**config.mk**
```make
export PLATFORM = sky130hd
export DESIGN_NAME = yuv420_psnr_meter
export DESIGN_NICKNAME = d
export VERILOG_FILES = /design/src/yuvpsnr_pkg.sv /design/src/yuvpsnr_queue.sv /design/src/yuvpsnr_front.sv /design/src/yuvpsnr_log2.sv /design/src/yuvpsnr_back.sv /design/src/yuv420_psnr_meter.sv
export SDC_FILE = /design/constraint.sdc
export NUM_CORES = 2
export LEC_CHECK = 0
export BUFFER_PORTS_ARGS = -buffer_cell sky130_fd_sc_hd__buf_2
export CAP_MARGIN = 20
export CORE_ASPECT_RATIO = 1.5
export CORE_MARGIN = 3
export CORE_UTILIZATION = 35
export CTS_BUF_LIST = sky130_fd_sc_hd__clkbuf_16
export DETAILED_ROUTE_END_ITERATION = 8
export GPL_TIMING_DRIVEN = 0
export PLACE_DENSITY = 0.55
export SETUP_SLACK_MARGIN = 0.2
export SLEW_MARGIN = 20
export SYNTH_ARGS = -nofsm -noshare
export SYNTH_HDL_FRONTEND = slang
export SYNTH_SLANG_ARGS = --single-unit
```
**constraint.sdc**
```tcl
create_clock -name clk -period 10.9 [get_ports clk]
set_input_delay 1.09 -clock clk [delete_from_list [all_inputs] [get_ports clk]]
set_output_delay 1.09 -clock clk [all_outputs]
set_load 0.005 [all_outputs]
```
**src/yuvpsnr_pkg.sv**
```systemverilog
// ----------------------------------------------------------------------------
// yuvpsnr_pkg
// Shared widths, codes and constants of the YUV 4:2:0 PSNR meter.
// ----------------------------------------------------------------------------
package yuvpsnr_pkg;

  localparam int DEF_MAX_DIM     = 4096;
  localparam int DEF_QUEUE_DEPTH = 2;

  localparam int SAMPLE_W  = 8;
  localparam int SQ_W      = 2 * SAMPLE_W;
  localparam int CFG_W     = 13;
  localparam int CFG_IDX_W = 1;
  localparam int PLANE_W   = 2;
  localparam int PSNR_W    = 16;
  localparam int MANT_W    = 31;
  localparam int FRAC_W    = 16;
  localparam int PEAK_W    = 16;
  localparam int TEN_W     = 18;
  localparam int ROUND_SH  = 24;

  localparam logic [CFG_IDX_W-1:0] CFG_FRAME_WIDTH  = 1'b0;
  localparam logic [CFG_IDX_W-1:0] CFG_FRAME_HEIGHT = 1'b1;

  localparam logic [CFG_W-1:0] RST_FRAME_WIDTH  = 13'd352;
  localparam logic [CFG_W-1:0] RST_FRAME_HEIGHT = 13'd288;

  localparam logic [PLANE_W-1:0] PLANE_Y = 2'd0;
  localparam logic [PLANE_W-1:0] PLANE_U = 2'd1;
  localparam logic [PLANE_W-1:0] PLANE_V = 2'd2;

  localparam logic [PEAK_W-1:0] PEAK_SQ         = 16'd65025;
  localparam logic [TEN_W-1:0]  TEN_LOG10_2_Q16 = 18'd197283;
  localparam logic [PSNR_W-1:0] PSNR_MAX        = 16'hFFFF;

  // even-clamped largest side for a given dimension limit
  function automatic int dim_hi(input int max_dim);
    return max_dim - (max_dim % 2);
  endfunction

  // sample count width: holds the largest luma plane size
  function automatic int cnt_width(input int max_dim);
    return $clog2(dim_hi(max_dim) * dim_hi(max_dim) + 1);
  endfunction

  // squared error sum width
  function automatic int sse_width(input int max_dim);
    return cnt_width(max_dim) + SQ_W;
  endfunction

  // normalising word width of the logarithm unit
  function automatic int norm_width(input int in_w);
    return (in_w > MANT_W) ? in_w : MANT_W;
  endfunction

  // logarithm result width, integer part plus fraction
  function automatic int log_res_width(input int in_w);
    return $clog2(norm_width(in_w)) + FRAC_W;
  endfunction

endpackage

```
**src/yuvpsnr_queue.sv**
```systemverilog
// ----------------------------------------------------------------------------
// yuvpsnr_queue
// Small register FIFO carrying finished plane totals to the back end.
// ----------------------------------------------------------------------------
module yuvpsnr_queue #(
  parameter int WIDTH = 8,
  parameter int DEPTH = 2
) (
  input  logic             clk,
  input  logic             rst_n,
  input  logic             push,
  input  logic [WIDTH-1:0] push_data,
  output logic             full,
  input  logic             pop,
  output logic [WIDTH-1:0] pop_data,
  output logic             empty
);

  localparam int PTR_W = (DEPTH > 1) ? $clog2(DEPTH) : 1;
  localparam int CNT_W = $clog2(DEPTH + 1);

  logic [WIDTH-1:0] store_r [DEPTH];
  logic [PTR_W-1:0] wr_ptr_r, rd_ptr_r;
  logic [CNT_W-1:0] count_r;

  function automatic logic [PTR_W-1:0] ptr_inc(input logic [PTR_W-1:0] p);
    return (p == PTR_W'(DEPTH - 1)) ? '0 : p + PTR_W'(1);
  endfunction

  assign full     = (count_r == CNT_W'(DEPTH));
  assign empty    = (count_r == '0);
  assign pop_data = store_r[rd_ptr_r];

  always_ff @(posedge clk) begin
    if (push) begin
      store_r[wr_ptr_r] <= push_data;
    end
  end

  always_ff @(posedge clk) begin
    if (!rst_n) begin
      wr_ptr_r <= '0;
      rd_ptr_r <= '0;
      count_r  <= '0;
    end else begin
      if (push) begin
        wr_ptr_r <= ptr_inc(wr_ptr_r);
      end
      if (pop) begin
        rd_ptr_r <= ptr_inc(rd_ptr_r);
      end
      if (push && !pop) begin
        count_r <= count_r + CNT_W'(1);
      end else if (pop && !push) begin
        count_r <= count_r - CNT_W'(1);
      end
    end
  end

endmodule

```
**src/yuvpsnr_front.sv**
```systemverilog
// ----------------------------------------------------------------------------
// yuvpsnr_front
// Frame geometry registers and per-plane squared error accumulation.
// ----------------------------------------------------------------------------
module yuvpsnr_front #(
  parameter int MAX_DIM = yuvpsnr_pkg::DEF_MAX_DIM
) (
  input  logic                                  clk,
  input  logic                                  rst_n,
  input  logic                                  cfg_we,
  input  logic [yuvpsnr_pkg::CFG_IDX_W-1:0]     cfg_index,
  input  logic [yuvpsnr_pkg::CFG_W-1:0]         cfg_wdata,
  input  logic                                  in_tvalid,
  output logic                                  in_tready,
  input  logic [2*yuvpsnr_pkg::SAMPLE_W-1:0]    in_tdata,
  input  logic                                  q_full,
  output logic                                  q_push,
  output logic [yuvpsnr_pkg::PLANE_W + yuvpsnr_pkg::cnt_width(MAX_DIM)
                + yuvpsnr_pkg::sse_width(MAX_DIM) - 1:0] q_data
);

  localparam int CFG_W  = yuvpsnr_pkg::CFG_W;
  localparam int SMP_W  = yuvpsnr_pkg::SAMPLE_W;
  localparam int DIM_HI = yuvpsnr_pkg::dim_hi(MAX_DIM);
  localparam int DIM_W  = $clog2(DIM_HI + 1);
  localparam int CNT_W  = yuvpsnr_pkg::cnt_width(MAX_DIM);
  localparam int SSE_W  = yuvpsnr_pkg::sse_width(MAX_DIM);

  logic [CFG_W-1:0]               frame_width_r, frame_height_r;
  logic [SSE_W-1:0]               sse_r, sse_nxt;
  logic [CNT_W-1:0]               count_r, count_nxt;
  logic [yuvpsnr_pkg::PLANE_W-1:0] plane_r, plane_nxt;

  logic [SMP_W-1:0]        smp_ref, smp_test, diff;
  logic [2*SMP_W-1:0]      sq;
  logic [DIM_W-1:0]        w_cl, h_cl, side_a, side_b;
  logic [2*DIM_W-1:0]      size_full;
  logic [CNT_W-1:0]        size;
  logic                    accept, plane_end;

  function automatic logic [DIM_W-1:0] clamp_dim(input logic [CFG_W-1:0] v);
    logic [CFG_W:0] ve;
    ve = {1'b0, v[CFG_W-1:1], 1'b0};
    if (ve < (CFG_W + 1)'(2)) ve = (CFG_W + 1)'(2);
    if (ve > (CFG_W + 1)'(DIM_HI)) ve = (CFG_W + 1)'(DIM_HI);
    return ve[DIM_W-1:0];
  endfunction

  assign smp_ref  = in_tdata[SMP_W-1:0];
  assign smp_test = in_tdata[2*SMP_W-1:SMP_W];
  assign diff     = (smp_ref >= smp_test) ? smp_ref - smp_test : smp_test - smp_ref;
  assign sq       = diff * diff;

  assign w_cl      = clamp_dim(frame_width_r);
  assign h_cl      = clamp_dim(frame_height_r);
  assign side_a    = (plane_r == yuvpsnr_pkg::PLANE_Y) ? w_cl : w_cl >> 1;
  assign side_b    = (plane_r == yuvpsnr_pkg::PLANE_Y) ? h_cl : h_cl >> 1;
  assign size_full = side_a * side_b;
  assign size      = size_full[CNT_W-1:0];

  assign in_tready = !q_full;
  assign accept    = in_tvalid && in_tready;
  assign count_nxt = count_r + CNT_W'(1);
  assign sse_nxt   = sse_r + SSE_W'(sq);
  assign plane_end = (count_nxt >= size);
  assign plane_nxt = (plane_r == yuvpsnr_pkg::PLANE_V) ? yuvpsnr_pkg::PLANE_Y
                                                       : plane_r + 2'd1;

  assign q_push = accept && plane_end;
  assign q_data = {plane_r, count_nxt, sse_nxt};

  always_ff @(posedge clk) begin
    if (!rst_n) begin
      frame_width_r  <= yuvpsnr_pkg::RST_FRAME_WIDTH;
      frame_height_r <= yuvpsnr_pkg::RST_FRAME_HEIGHT;
    end else if (cfg_we) begin
      unique case (cfg_index)
        yuvpsnr_pkg::CFG_FRAME_WIDTH:  frame_width_r  <= cfg_wdata;
        yuvpsnr_pkg::CFG_FRAME_HEIGHT: frame_height_r <= cfg_wdata;
        default: ;
      endcase
    end
  end

  always_ff @(posedge clk) begin
    if (!rst_n) begin
      sse_r   <= '0;
      count_r <= '0;
      plane_r <= yuvpsnr_pkg::PLANE_Y;
    end else if (accept) begin
      if (plane_end) begin
        sse_r   <= '0;
        count_r <= '0;
        plane_r <= plane_nxt;
      end else begin
        sse_r   <= sse_nxt;
        count_r <= count_nxt;
      end
    end
  end

endmodule

```
**src/yuvpsnr_log2.sv**
```systemverilog
// ----------------------------------------------------------------------------
// yuvpsnr_log2
// Iterative base-2 logarithm in Q.16: normalise, then sixteen squarings.
// ----------------------------------------------------------------------------
module yuvpsnr_log2 #(
  parameter int IN_W = 40
) (
  input  logic                                         clk,
  input  logic                                         rst_n,
  input  logic                                         start,
  input  logic [IN_W-1:0]                              x,
  output logic                                         done,
  output logic [yuvpsnr_pkg::log_res_width(IN_W)-1:0]  result
);

  localparam int MANT_W = yuvpsnr_pkg::MANT_W;
  localparam int FRAC_W = yuvpsnr_pkg::FRAC_W;
  localparam int NW     = yuvpsnr_pkg::norm_width(IN_W);
  localparam int E_W    = $clog2(NW);
  localparam int K_W    = $clog2(FRAC_W);

  typedef enum logic [1:0] {L_IDLE, L_NORM, L_SQR, L_DONE} lstate_t;

  lstate_t             state_r;
  logic [NW-1:0]       norm_r;
  logic [E_W-1:0]      e_r;
  logic [MANT_W-1:0]   m_r;
  logic [FRAC_W-1:0]   frac_r;
  logic [K_W-1:0]      k_r;
  logic [2*MANT_W-1:0] prod;
  logic [MANT_W:0]     sq;

  assign prod   = m_r * m_r;
  assign sq     = prod[2*MANT_W-1 -: MANT_W+1];
  assign done   = (state_r == L_DONE);
  assign result = {e_r, frac_r};

  always_ff @(posedge clk) begin
    if (!rst_n) begin
      state_r <= L_IDLE;
    end else begin
      unique case (state_r)
        L_IDLE: begin
          if (start) begin
            norm_r  <= NW'(x);
            e_r     <= E_W'(NW - 1);
            state_r <= L_NORM;
          end
        end
        L_NORM: begin
          if (norm_r[NW-1]) begin
            m_r     <= norm_r[NW-1 -: MANT_W];
            frac_r  <= '0;
            k_r     <= '0;
            state_r <= L_SQR;
          end else if (norm_r[NW-1 -: 4] == 4'd0) begin
            norm_r <= norm_r << 4;
            e_r    <= e_r - E_W'(4);
          end else begin
            norm_r <= norm_r << 1;
            e_r    <= e_r - E_W'(1);
          end
        end
        L_SQR: begin
          m_r    <= sq[MANT_W] ? sq[MANT_W:1] : sq[MANT_W-1:0];
          frac_r <= {frac_r[FRAC_W-2:0], sq[MANT_W]};
          k_r    <= k_r + K_W'(1);
          if (k_r == K_W'(FRAC_W - 1)) begin
            state_r <= L_DONE;
          end
        end
        L_DONE: state_r <= L_IDLE;
        default: state_r <= L_IDLE;
      endcase
    end
  end

endmodule

```
**src/yuvpsnr_back.sv**
```systemverilog
// ----------------------------------------------------------------------------
// yuvpsnr_back
// Turns a plane total into PSNR in Q8.8 dB and holds it for the output.
// ----------------------------------------------------------------------------
module yuvpsnr_back #(
  parameter int MAX_DIM = yuvpsnr_pkg::DEF_MAX_DIM
) (
  input  logic                                   clk,
  input  logic                                   rst_n,
  input  logic                                   q_empty,
  output logic                                   q_pop,
  input  logic [yuvpsnr_pkg::PLANE_W + yuvpsnr_pkg::cnt_width(MAX_DIM)
                + yuvpsnr_pkg::sse_width(MAX_DIM) - 1:0] q_data,
  output logic                                   log_start,
  output logic [yuvpsnr_pkg::sse_width(MAX_DIM)-1:0] log_x,
  input  logic                                   log_done,
  input  logic [yuvpsnr_pkg::log_res_width(yuvpsnr_pkg::sse_width(MAX_DIM))-1:0]
                                                 log_result,
  output logic                                   out_tvalid,
  input  logic                                   out_tready,
  output logic [yuvpsnr_pkg::PSNR_W-1:0]         out_tdata,
  output logic [yuvpsnr_pkg::PLANE_W:0]          out_tuser,
  output logic                                   out_tlast
);

  localparam int PLANE_W = yuvpsnr_pkg::PLANE_W;
  localparam int PSNR_W  = yuvpsnr_pkg::PSNR_W;
  localparam int CNT_W   = yuvpsnr_pkg::cnt_width(MAX_DIM);
  localparam int SSE_W   = yuvpsnr_pkg::sse_width(MAX_DIM);
  localparam int RES_W   = yuvpsnr_pkg::log_res_width(SSE_W);
  localparam int PW      = RES_W + yuvpsnr_pkg::TEN_W;
  localparam int SH      = yuvpsnr_pkg::ROUND_SH;
  localparam int SH_W    = PW + 1 - SH;

  typedef enum logic [3:0] {
    S_IDLE, S_MUL, S_LOGN, S_WAITN, S_LOGD, S_WAITD, S_SCALE, S_ROUND, S_OUT
  } bstate_t;

  bstate_t            state_r;
  logic [PLANE_W-1:0] plane_r;
  logic [CNT_W-1:0]   count_r;
  logic [SSE_W-1:0]   sse_r, num_r;
  logic               zero_r;
  logic [RES_W-1:0]   lnum_r, diff_r;
  logic [PW-1:0]      prod_r;
  logic [PSNR_W-1:0]  psnr_r;

  logic               out_valid_r, out_exact_r, out_last_r;
  logic [PLANE_W-1:0] out_plane_r;
  logic [PSNR_W-1:0]  out_psnr_r;

  logic [PW:0]        rnd;
  logic [SH_W-1:0]    rnd_sh;

  assign q_pop     = (state_r == S_IDLE) && !q_empty;
  assign log_start = ((state_r == S_LOGN) && !zero_r) || (state_r == S_LOGD);
  assign log_x     = (state_r == S_LOGD) ? sse_r : num_r;

  assign rnd    = {1'b0, prod_r} + ((PW + 1)'(1) << (SH - 1));
  assign rnd_sh = rnd[PW:SH];

  assign out_tvalid = out_valid_r;
  assign out_tdata  = out_psnr_r;
  assign out_tuser  = {out_exact_r, out_plane_r};
  assign out_tlast  = out_last_r;

  always_ff @(posedge clk) begin
    if (!rst_n) begin
      state_r     <= S_IDLE;
      out_valid_r <= 1'b0;
    end else begin
      if (out_valid_r && out_tready && (state_r != S_OUT)) begin
        out_valid_r <= 1'b0;
      end
      unique case (state_r)
        S_IDLE: begin
          if (!q_empty) begin
            {plane_r, count_r, sse_r} <= q_data;
            state_r <= S_MUL;
          end
        end
        S_MUL: begin
          num_r   <= count_r * yuvpsnr_pkg::PEAK_SQ;
          zero_r  <= (sse_r == '0);
          state_r <= S_LOGN;
        end
        S_LOGN: begin
          if (zero_r) begin
            psnr_r  <= yuvpsnr_pkg::PSNR_MAX;
            state_r <= S_OUT;
          end else begin
            state_r <= S_WAITN;
          end
        end
        S_WAITN: begin
          if (log_done) begin
            lnum_r  <= log_result;
            state_r <= S_LOGD;
          end
        end
        S_LOGD: state_r <= S_WAITD;
        S_WAITD: begin
          if (log_done) begin
            diff_r  <= (lnum_r > log_result) ? lnum_r - log_result : '0;
            state_r <= S_SCALE;
          end
        end
        S_SCALE: begin
          prod_r  <= diff_r * yuvpsnr_pkg::TEN_LOG10_2_Q16;
          state_r <= S_ROUND;
        end
        S_ROUND: begin
          psnr_r  <= (rnd_sh > SH_W'(yuvpsnr_pkg::PSNR_MAX)) ? yuvpsnr_pkg::PSNR_MAX
                                                             : rnd_sh[PSNR_W-1:0];
          state_r <= S_OUT;
        end
        S_OUT: begin
          if (!out_valid_r || out_tready) begin
            out_valid_r <= 1'b1;
            out_plane_r <= plane_r;
            out_psnr_r  <= psnr_r;
            out_exact_r <= zero_r;
            out_last_r  <= (plane_r == yuvpsnr_pkg::PLANE_V);
            state_r     <= S_IDLE;
          end
        end
        default: state_r <= S_IDLE;
      endcase
    end
  end

endmodule

```
**src/yuv420_psnr_meter.sv**
```systemverilog
// ----------------------------------------------------------------------------
// yuv420_psnr_meter
// Per-plane PSNR of an 8-bit YUV 4:2:0 test frame against a reference frame.
// ----------------------------------------------------------------------------
// Takes one reference/test sample pair per cycle, Y plane then U then V in
// raster order, and emits one result per plane: PSNR in unsigned Q8.8 dB,
// 0xFFFF with exact_match set when the plane has no error. Each plane total
// goes into a queue of QUEUE_DEPTH entries; one shared logarithm unit then
// takes two logarithms per plane with error, each a normalisation followed by
// sixteen squarings; a plane with no error needs no logarithm. Input stalls
// only when the queue is full, which happens when planes arrive faster than
// the back end finishes them or when the result side holds back.
// ----------------------------------------------------------------------------
module yuv420_psnr_meter #(
  parameter int MAX_DIM     = yuvpsnr_pkg::DEF_MAX_DIM,
  parameter int QUEUE_DEPTH = yuvpsnr_pkg::DEF_QUEUE_DEPTH
) (
  input  logic                                clk,
  input  logic                                rst_n,
  input  logic                                cfg_we,
  input  logic [yuvpsnr_pkg::CFG_IDX_W-1:0]   cfg_index,
  input  logic [yuvpsnr_pkg::CFG_W-1:0]       cfg_wdata,
  input  logic                                in_tvalid,
  output logic                                in_tready,
  input  logic [2*yuvpsnr_pkg::SAMPLE_W-1:0]  in_tdata,   // sample_ref, sample_test
  output logic                                out_tvalid,
  input  logic                                out_tready,
  output logic [yuvpsnr_pkg::PSNR_W-1:0]      out_tdata,  // psnr_db_q8
  output logic [yuvpsnr_pkg::PLANE_W:0]       out_tuser,  // plane, exact_match
  output logic                                out_tlast
);

  localparam int CNT_W   = yuvpsnr_pkg::cnt_width(MAX_DIM);
  localparam int SSE_W   = yuvpsnr_pkg::sse_width(MAX_DIM);
  localparam int ENTRY_W = yuvpsnr_pkg::PLANE_W + CNT_W + SSE_W;
  localparam int RES_W   = yuvpsnr_pkg::log_res_width(SSE_W);

  logic               q_push, q_full, q_pop, q_empty;
  logic [ENTRY_W-1:0] q_wdata, q_rdata;
  logic               log_start, log_done;
  logic [SSE_W-1:0]   log_x;
  logic [RES_W-1:0]   log_result;

  yuvpsnr_front #(.MAX_DIM(MAX_DIM)) u_front (
    .clk       (clk),
    .rst_n     (rst_n),
    .cfg_we    (cfg_we),
    .cfg_index (cfg_index),
    .cfg_wdata (cfg_wdata),
    .in_tvalid (in_tvalid),
    .in_tready (in_tready),
    .in_tdata  (in_tdata),
    .q_full    (q_full),
    .q_push    (q_push),
    .q_data    (q_wdata)
  );

  yuvpsnr_queue #(.WIDTH(ENTRY_W), .DEPTH(QUEUE_DEPTH)) u_queue (
    .clk       (clk),
    .rst_n     (rst_n),
    .push      (q_push),
    .push_data (q_wdata),
    .full      (q_full),
    .pop       (q_pop),
    .pop_data  (q_rdata),
    .empty     (q_empty)
  );

  yuvpsnr_log2 #(.IN_W(SSE_W)) u_log2 (
    .clk    (clk),
    .rst_n  (rst_n),
    .start  (log_start),
    .x      (log_x),
    .done   (log_done),
    .result (log_result)
  );

  yuvpsnr_back #(.MAX_DIM(MAX_DIM)) u_back (
    .clk        (clk),
    .rst_n      (rst_n),
    .q_empty    (q_empty),
    .q_pop      (q_pop),
    .q_data     (q_rdata),
    .log_start  (log_start),
    .log_x      (log_x),
    .log_done   (log_done),
    .log_result (log_result),
    .out_tvalid (out_tvalid),
    .out_tready (out_tready),
    .out_tdata  (out_tdata),
    .out_tuser  (out_tuser),
    .out_tlast  (out_tlast)
  );

endmodule
```
# == After elaboration in Yosys (flattened, before gate mapping) ==
# Memories as Yosys holds them, arrays and structs flattened. A register that Yosys moved wholly into a read port is not among the register bits.
# Index checks and enable logic that the tools add are counted.
# op_classes
mul,5
n_bitwise,2
order_cmp,8
n_eq_ne,25
n_mux,48
n_reduce_logical,41
n_addsub,14
# op_table
cell,count
two-way mux 41 bit,5
one-hot mux 41 bit (2 select lines),1
two-way mux 13 bit,6
one-hot mux 16 bit (2 select lines),2
multiplier 31 x 31 -> 62 bit,1
two-way mux 31 bit,2
one-hot mux 31 bit (2 select lines),1
two-way mux 16 bit,3
"adder 40 x 24 -> 41 bit, second input constant",1
adder 41 x 16 -> 41 bit,1
zero test 41 bit,1
"multiplier 25 x 16 -> 41 bit, second input constant",1
"multiplier 22 x 18 -> 40 bit, second input constant",1
one-hot mux 4 bit (9 select lines),1
"greater-than comparator 13 bit, second input constant",2
"less-than comparator 13 x 2 -> 1 bit, second input constant",2
"adder 25 x 1 -> 25 bit, second input constant",1
>= comparator 25 bit,1
multiplier 13 x 13 -> 25 bit,1
two-way mux 25 bit,1
two-way mux 4 bit,6
AND reduction 3 bit,8
greater-than comparator 22 bit,1
subtractor 22 bit,1
35 further kinds,92
# totals
reg_bits,365
ram_bits,136
n_memories,1
out_inout_bits,22
in_bits,35
# mem_list
memory,depth,width,rd,rd_ports_with_merged_regs,write_ports,line,source
u_queue.store_r,2,68,1,1,1,yuvpsnr_queue.sv:22,logic [WIDTH-1:0] store_r [DEPTH];

# == Logic depth before layout (Yosys ltp) ==
# depth
ltp_word,12
depth_mapped,41

# == Cells and area by module ==
# Synthesis repeated with hierarchy kept, for this count alone.
# unflattened
cells_unflattened,6966
area_unflattened_um2,70247.4
# by_module_without_submodules
mod,cells_each,area_per_inst_um2,instances
yuvpsnr_log2,3370,32073.3,1
yuvpsnr_back,1631,19064.5,1
yuvpsnr_front,1731,13895.8,1
yuvpsnr_queue,234,5213.8,1

# == Worst setup path after synthesis ==
# No wires, ideal clock.
# synth_path
kind,register to register
start,reg u_front.plane_r[1] (netlist name)
end,"mem u_queue.store_r[0][0] (netlist name), enable pin"
path_stages_with_launch,37
t_arrival_ns,10.077
n_path_buf,3
slack_ns,0.328
cell_sequence,dfxtp_1 > or2_2 > clkbuf_1 > buf_1 > mux2i_1 > or2_2 > clkbuf_1 > nor2_1 > fa_1 > inv_1 > fa_1 > inv_1 > fa_1 > inv_1 > fa_1 > fa_1 > inv_1 > ha_1 > inv_1 > o21bai_1 > a21oi_1 > o21ai_0 > nand2_1 > nand2_1 > a21oi_1 > o21ai_0 > xnor2_1 > ha_1 > nand4_1 > nor2_1 > a31oi_1 > o211ai_1 > o2111ai_1 > a21o_1 > a21oi_1 > o21ai_1 > nor2_1
# synth_via
elab_chain_len,7
word_cells_on_any_way,8
classes_between,mul: 1; order compare: 1; mux: 4; reduce/logical: 2
# synth_rtl
item,line,source
from (decl),yuvpsnr_front.sv:32,"logic [yuvpsnr_pkg::PLANE_W-1:0] plane_r, plane_nxt;"
from (signal assigned),yuvpsnr_front.sv:89,plane_r <= yuvpsnr_pkg::PLANE_Y;
from (signal assigned),yuvpsnr_front.sv:94,plane_r <= plane_nxt;
zero test 2 bit (*),"yuvpsnr_front.sv:56, yuvpsnr_front.sv:57",
"two-way mux 13 bit, on equally long branches","yuvpsnr_front.sv:56, yuvpsnr_front.sv:57",
multiplier 13 x 13 -> 25 bit (*),yuvpsnr_front.sv:58,assign size_full = side_a * side_b;
>= comparator 25 bit (*),yuvpsnr_front.sv:65,assign plane_end = (count_nxt >= size);
logical AND 1 bit (*),yuvpsnr_front.sv:69,assign q_push = accept && plane_end;
two-way mux 1 bit (*),yuvpsnr_queue.sv:35,if (push) begin
two-way mux 1 bit (not written as such) (*),yuvpsnr_queue.sv:36,store_r[wr_ptr_r] <= push_data;
to (decl),yuvpsnr_queue.sv:22,
# Every way passes the cells marked *; elsewhere a longest branch is shown, timed or not.

# == Final worst setup path ==
# layout_path
start,reg u_front.plane_r[1] (netlist name)
end,"mem u_queue.store_r[1][30] (netlist name), enable pin"
# Same word-level chain as after synthesis.

==> impl_metrics.env <==
export IMPL_status="completed"
export IMPL_h_tree_depth=2
export IMPL_worstSetupEndpointType="flip-flop"
export IMPL_cp_slowest_cell="clkbuf_1"
export IMPL_post_route_drc_count=0
export IMPL_slowest_delay_ns=0.54
export IMPL_syn_area_per_cell_um2=10.1
export IMPL_worst_setup_path_start_kind="flip-flop"
export IMPL_area_delta_synth_final_pct=8.36
export IMPL_drt_pass1_iterations=5
export IMPL_drv_slew=0
export IMPL_cpMostUsedCell="a21oi_1"
export IMPL_ys_warn_count=0
export IMPL_drtIter0Drc=2451
export IMPL_final_util=0.382
export IMPL_cts_root_buf="clkbuf_16"
export IMPL_worst_path_max_fanout=50
export IMPL_grt_pass1_vias=52600
export IMPL_portBuffers=54
export IMPL_via_per_inst=4.92
export IMPL_fillers=19400
export IMPL_synthCells=6771
export IMPL_cp_arrival_ns=10.59
export IMPL_rsz0062_at_grt="no"
export IMPL_track_usage=0.198
export IMPL_die_x_um=367
export IMPL_antenna_found_initial=7
export IMPL_synth_ff_type="edfxtp_1"
export IMPL_skew_ns=0.0578
export IMPL_fin_crit_sh=0.940
export IMPL_cts_made_buffers=55
export IMPL_synth_seq_cells=544
export IMPL_cts_tree="done"
export IMPL_final_common_cell="inv_1"
export IMPL_wirelength_um=197000
export IMPL_clkSinkCount=544
export IMPL_worst_pin_slew_ns=1.26
export IMPL_dpl_instance_area_um2=72500
export IMPL_clk_pin_slew_ns=0.07
export IMPL_period_minus_slack_ns=10.24
export IMPL_coreArea_um2=194000
export IMPL_final_hold_viol_count=0
export IMPL_die_area_um2=201000
export IMPL_start_util=0.353
export IMPL_vias=47100
export IMPL_grt_ovfl_total=0
export IMPL_dieHeight_um=548
export IMPL_finalSetupViolCount=0
export IMPL_std_cell_rows=198
export IMPL_grt_pass1_wl_um=304000
export IMPL_clockBufferDepth=3
export IMPL_ctsHoldBuffers=0
export IMPL_final_cell_mix="inv_1, fa_1, ha_1"
export IMPL_nNetsFinal=8780
export IMPL_max_slew_margin=0.161
export IMPL_design_area_um2=74300
export IMPL_drive_above_1_share=0.0484
export IMPL_io_pins=57
export IMPL_finalSetupTns_ns=0
export IMPL_synth_edff_count=441
export IMPL_cp_required_ns=11.24
export IMPL_wl_per_cell_um=20.6
export IMPL_grt_max_degree=51
export IMPL_ys_types=85
export IMPL_synth_async_sr_flop_share=0
export IMPL_hpwl_um=167000
export IMPL_min_path_type="reg2reg"
export IMPL_routabilityCongestion=0.974
export IMPL_maxCapViolCount=0
export IMPL_synth_seq_area_share=0.223
export IMPL_worst_setup_path_type="reg2reg"
export IMPL_holdWs_ns=0.414
export IMPL_ant_nets=0
export IMPL_synth_area_um2=68600
export IMPL_clock_latency_ns=0.67
export IMPL_max_freq_mhz=97.6
[metal layers]
metal / global-route usage / routed length, µm / share of wire / vias up
met5: 0 / 13 / 0.000066 / -
met2: 0.387 / 109000 / 0.55 / 1113
li1: - / - / - / 21800
met4: 0.121 / 14600 / 0.074 / 2
met1: 0.200 / 67400 / 0.34 / 23700
met3: 0.0168 / 5910 / 0.030 / 517
[cell usage after synthesis (13+ instances only)]
cell,number,share of area
xor2_1,69,0.0088
o211ai_1,17,0.0019
and2_1,210,0.019
nand2b_1,30,0.0027
a21o_1,76,0.0083
o21a_1,26,0.0028
nor2_1,351,0.019
and3_1,46,0.0042
nor3_1,60,0.0044
mux2i_1,112,0.016
ha_1,741,0.14
buf_1,20,0.0011
or2_2,40,0.0036
nor4_1,25,0.0023
inv_1,1541,0.084
o221ai_1,13,0.0017
or3_1,20,0.0018
a21oi_1,227,0.017
edfxtp_1,441,0.19
o21bai_1,24,0.0026
o22ai_1,41,0.0037
clkbuf_1,182,0.010
o21ai_0,106,0.0077
a211oi_1,18,0.0020
nor2b_1,29,0.0026
nand4_1,36,0.0033
xnor2_1,145,0.019
a31oi_1,24,0.0022
dfxtp_1,103,0.030
fa_1,1092,0.32
o31ai_1,13,0.0014
nand3_1,107,0.0078
mux2_2,74,0.012
nand2_1,561,0.031
[per-stage QoR]
step,setup WS (ns),instances
3_5_place_dp,-0.335,9453
5_1_grt,0.229,9559
4_1_cts,0.289,9557
2_1_floorplan,0.328,6772
6_report,0.655,9559
3_3_place_gp,-3.98,9426
[critical path, delay by kind of cell (launching register included)]
| kind | cells | cell delay (ns) |
|---|---|---|
| xor gates and xnor gates | 1 | 0.10 |
| adders and majority gates | 7 | 2.54 |
| DFF | 1 | 0.41 |
| AOI/OAI and AO/OA | 15 | 3.51 |
| buffers and inverters | 6 | 1.44 |
| and+or+nand+nor | 7 | 1.87 |
[sequential cells by signal, summed over array words and instances, names as in the netlist, 22 cells and up]
| register | count |
|---|---|
| u_back.sse_r | 41 |
| u_back.num_r | 41 |
| u_log2.m_r | 31 |
| u_back.diff_r | 22 |
| u_log2.norm_r | 41 |
| u_queue.store_r | 136 |
| u_front.sse_r | 41 |
| u_front.count_r | 25 |
| u_back.lnum_r | 22 |
| u_back.count_r | 25 |
[cell type report]
cell class | count | area [µm²] | area share
tap | 2600 | 3250 | 0.0438
clock buffer | 55 | 1380 | 0.0185
buffer | 209 | 835 | 0.0112
sequential | 544 | 15300 | 0.206
antenna | 1 | 2.50 | 0.0000337
clock inverter | 48 | 393 | 0.00529
timing repair buffer | 82 | 593 | 0.00798
multi-input combinational | 4468 | 46700 | 0.629
inverter | 1552 | 5830 | 0.0784
[repair_timing]
action,CTS,global route
resized for setup,2,20
pin swaps,1,1
buffers inserted,0,1
endpoints found under the setup margin,119,139
gates cloned,1,0
[final timing paths]
| check | from | end | slack [ns] | cells past startpoint |
|---|---|---|---|---|
| worst min-delay path | u_back.psnr_r[13]$_SDFFCE_PN1P_ | u_back.out_tdata[13]$_DFFE_PP_ | 0.41 | 0 |
| worst max register to register | u_front.plane_r[1]$_SDFFE_PN0P_ | u_queue.store_r[1][30]$_DFFE_PP_ | 0.66 | 36 |
| worst min register to register | u_back.psnr_r[13]$_SDFFCE_PN1P_ | u_back.out_tdata[13]$_DFFE_PP_ | 0.41 | 0 |
| worst max-delay path | u_front.plane_r[1]$_SDFFE_PN0P_ | u_queue.store_r[1][30]$_DFFE_PP_ | 0.66 | 36 |
[cell families after synthesis]
family	synth area share
adder cells (fa/ha/maj)	0.454
AND/OR/NAND/NOR	0.107
multiplexers	0.0285
other	0.0000547
flip-flops	0.223
buffers and inverters	0.0968
XOR/XNOR	0.0273
AO/OA/AOI/OAI	0.0632
Power is not shown: default switching activity piles up to over one toggle a cycle in this logic, so the estimate is an artifact.
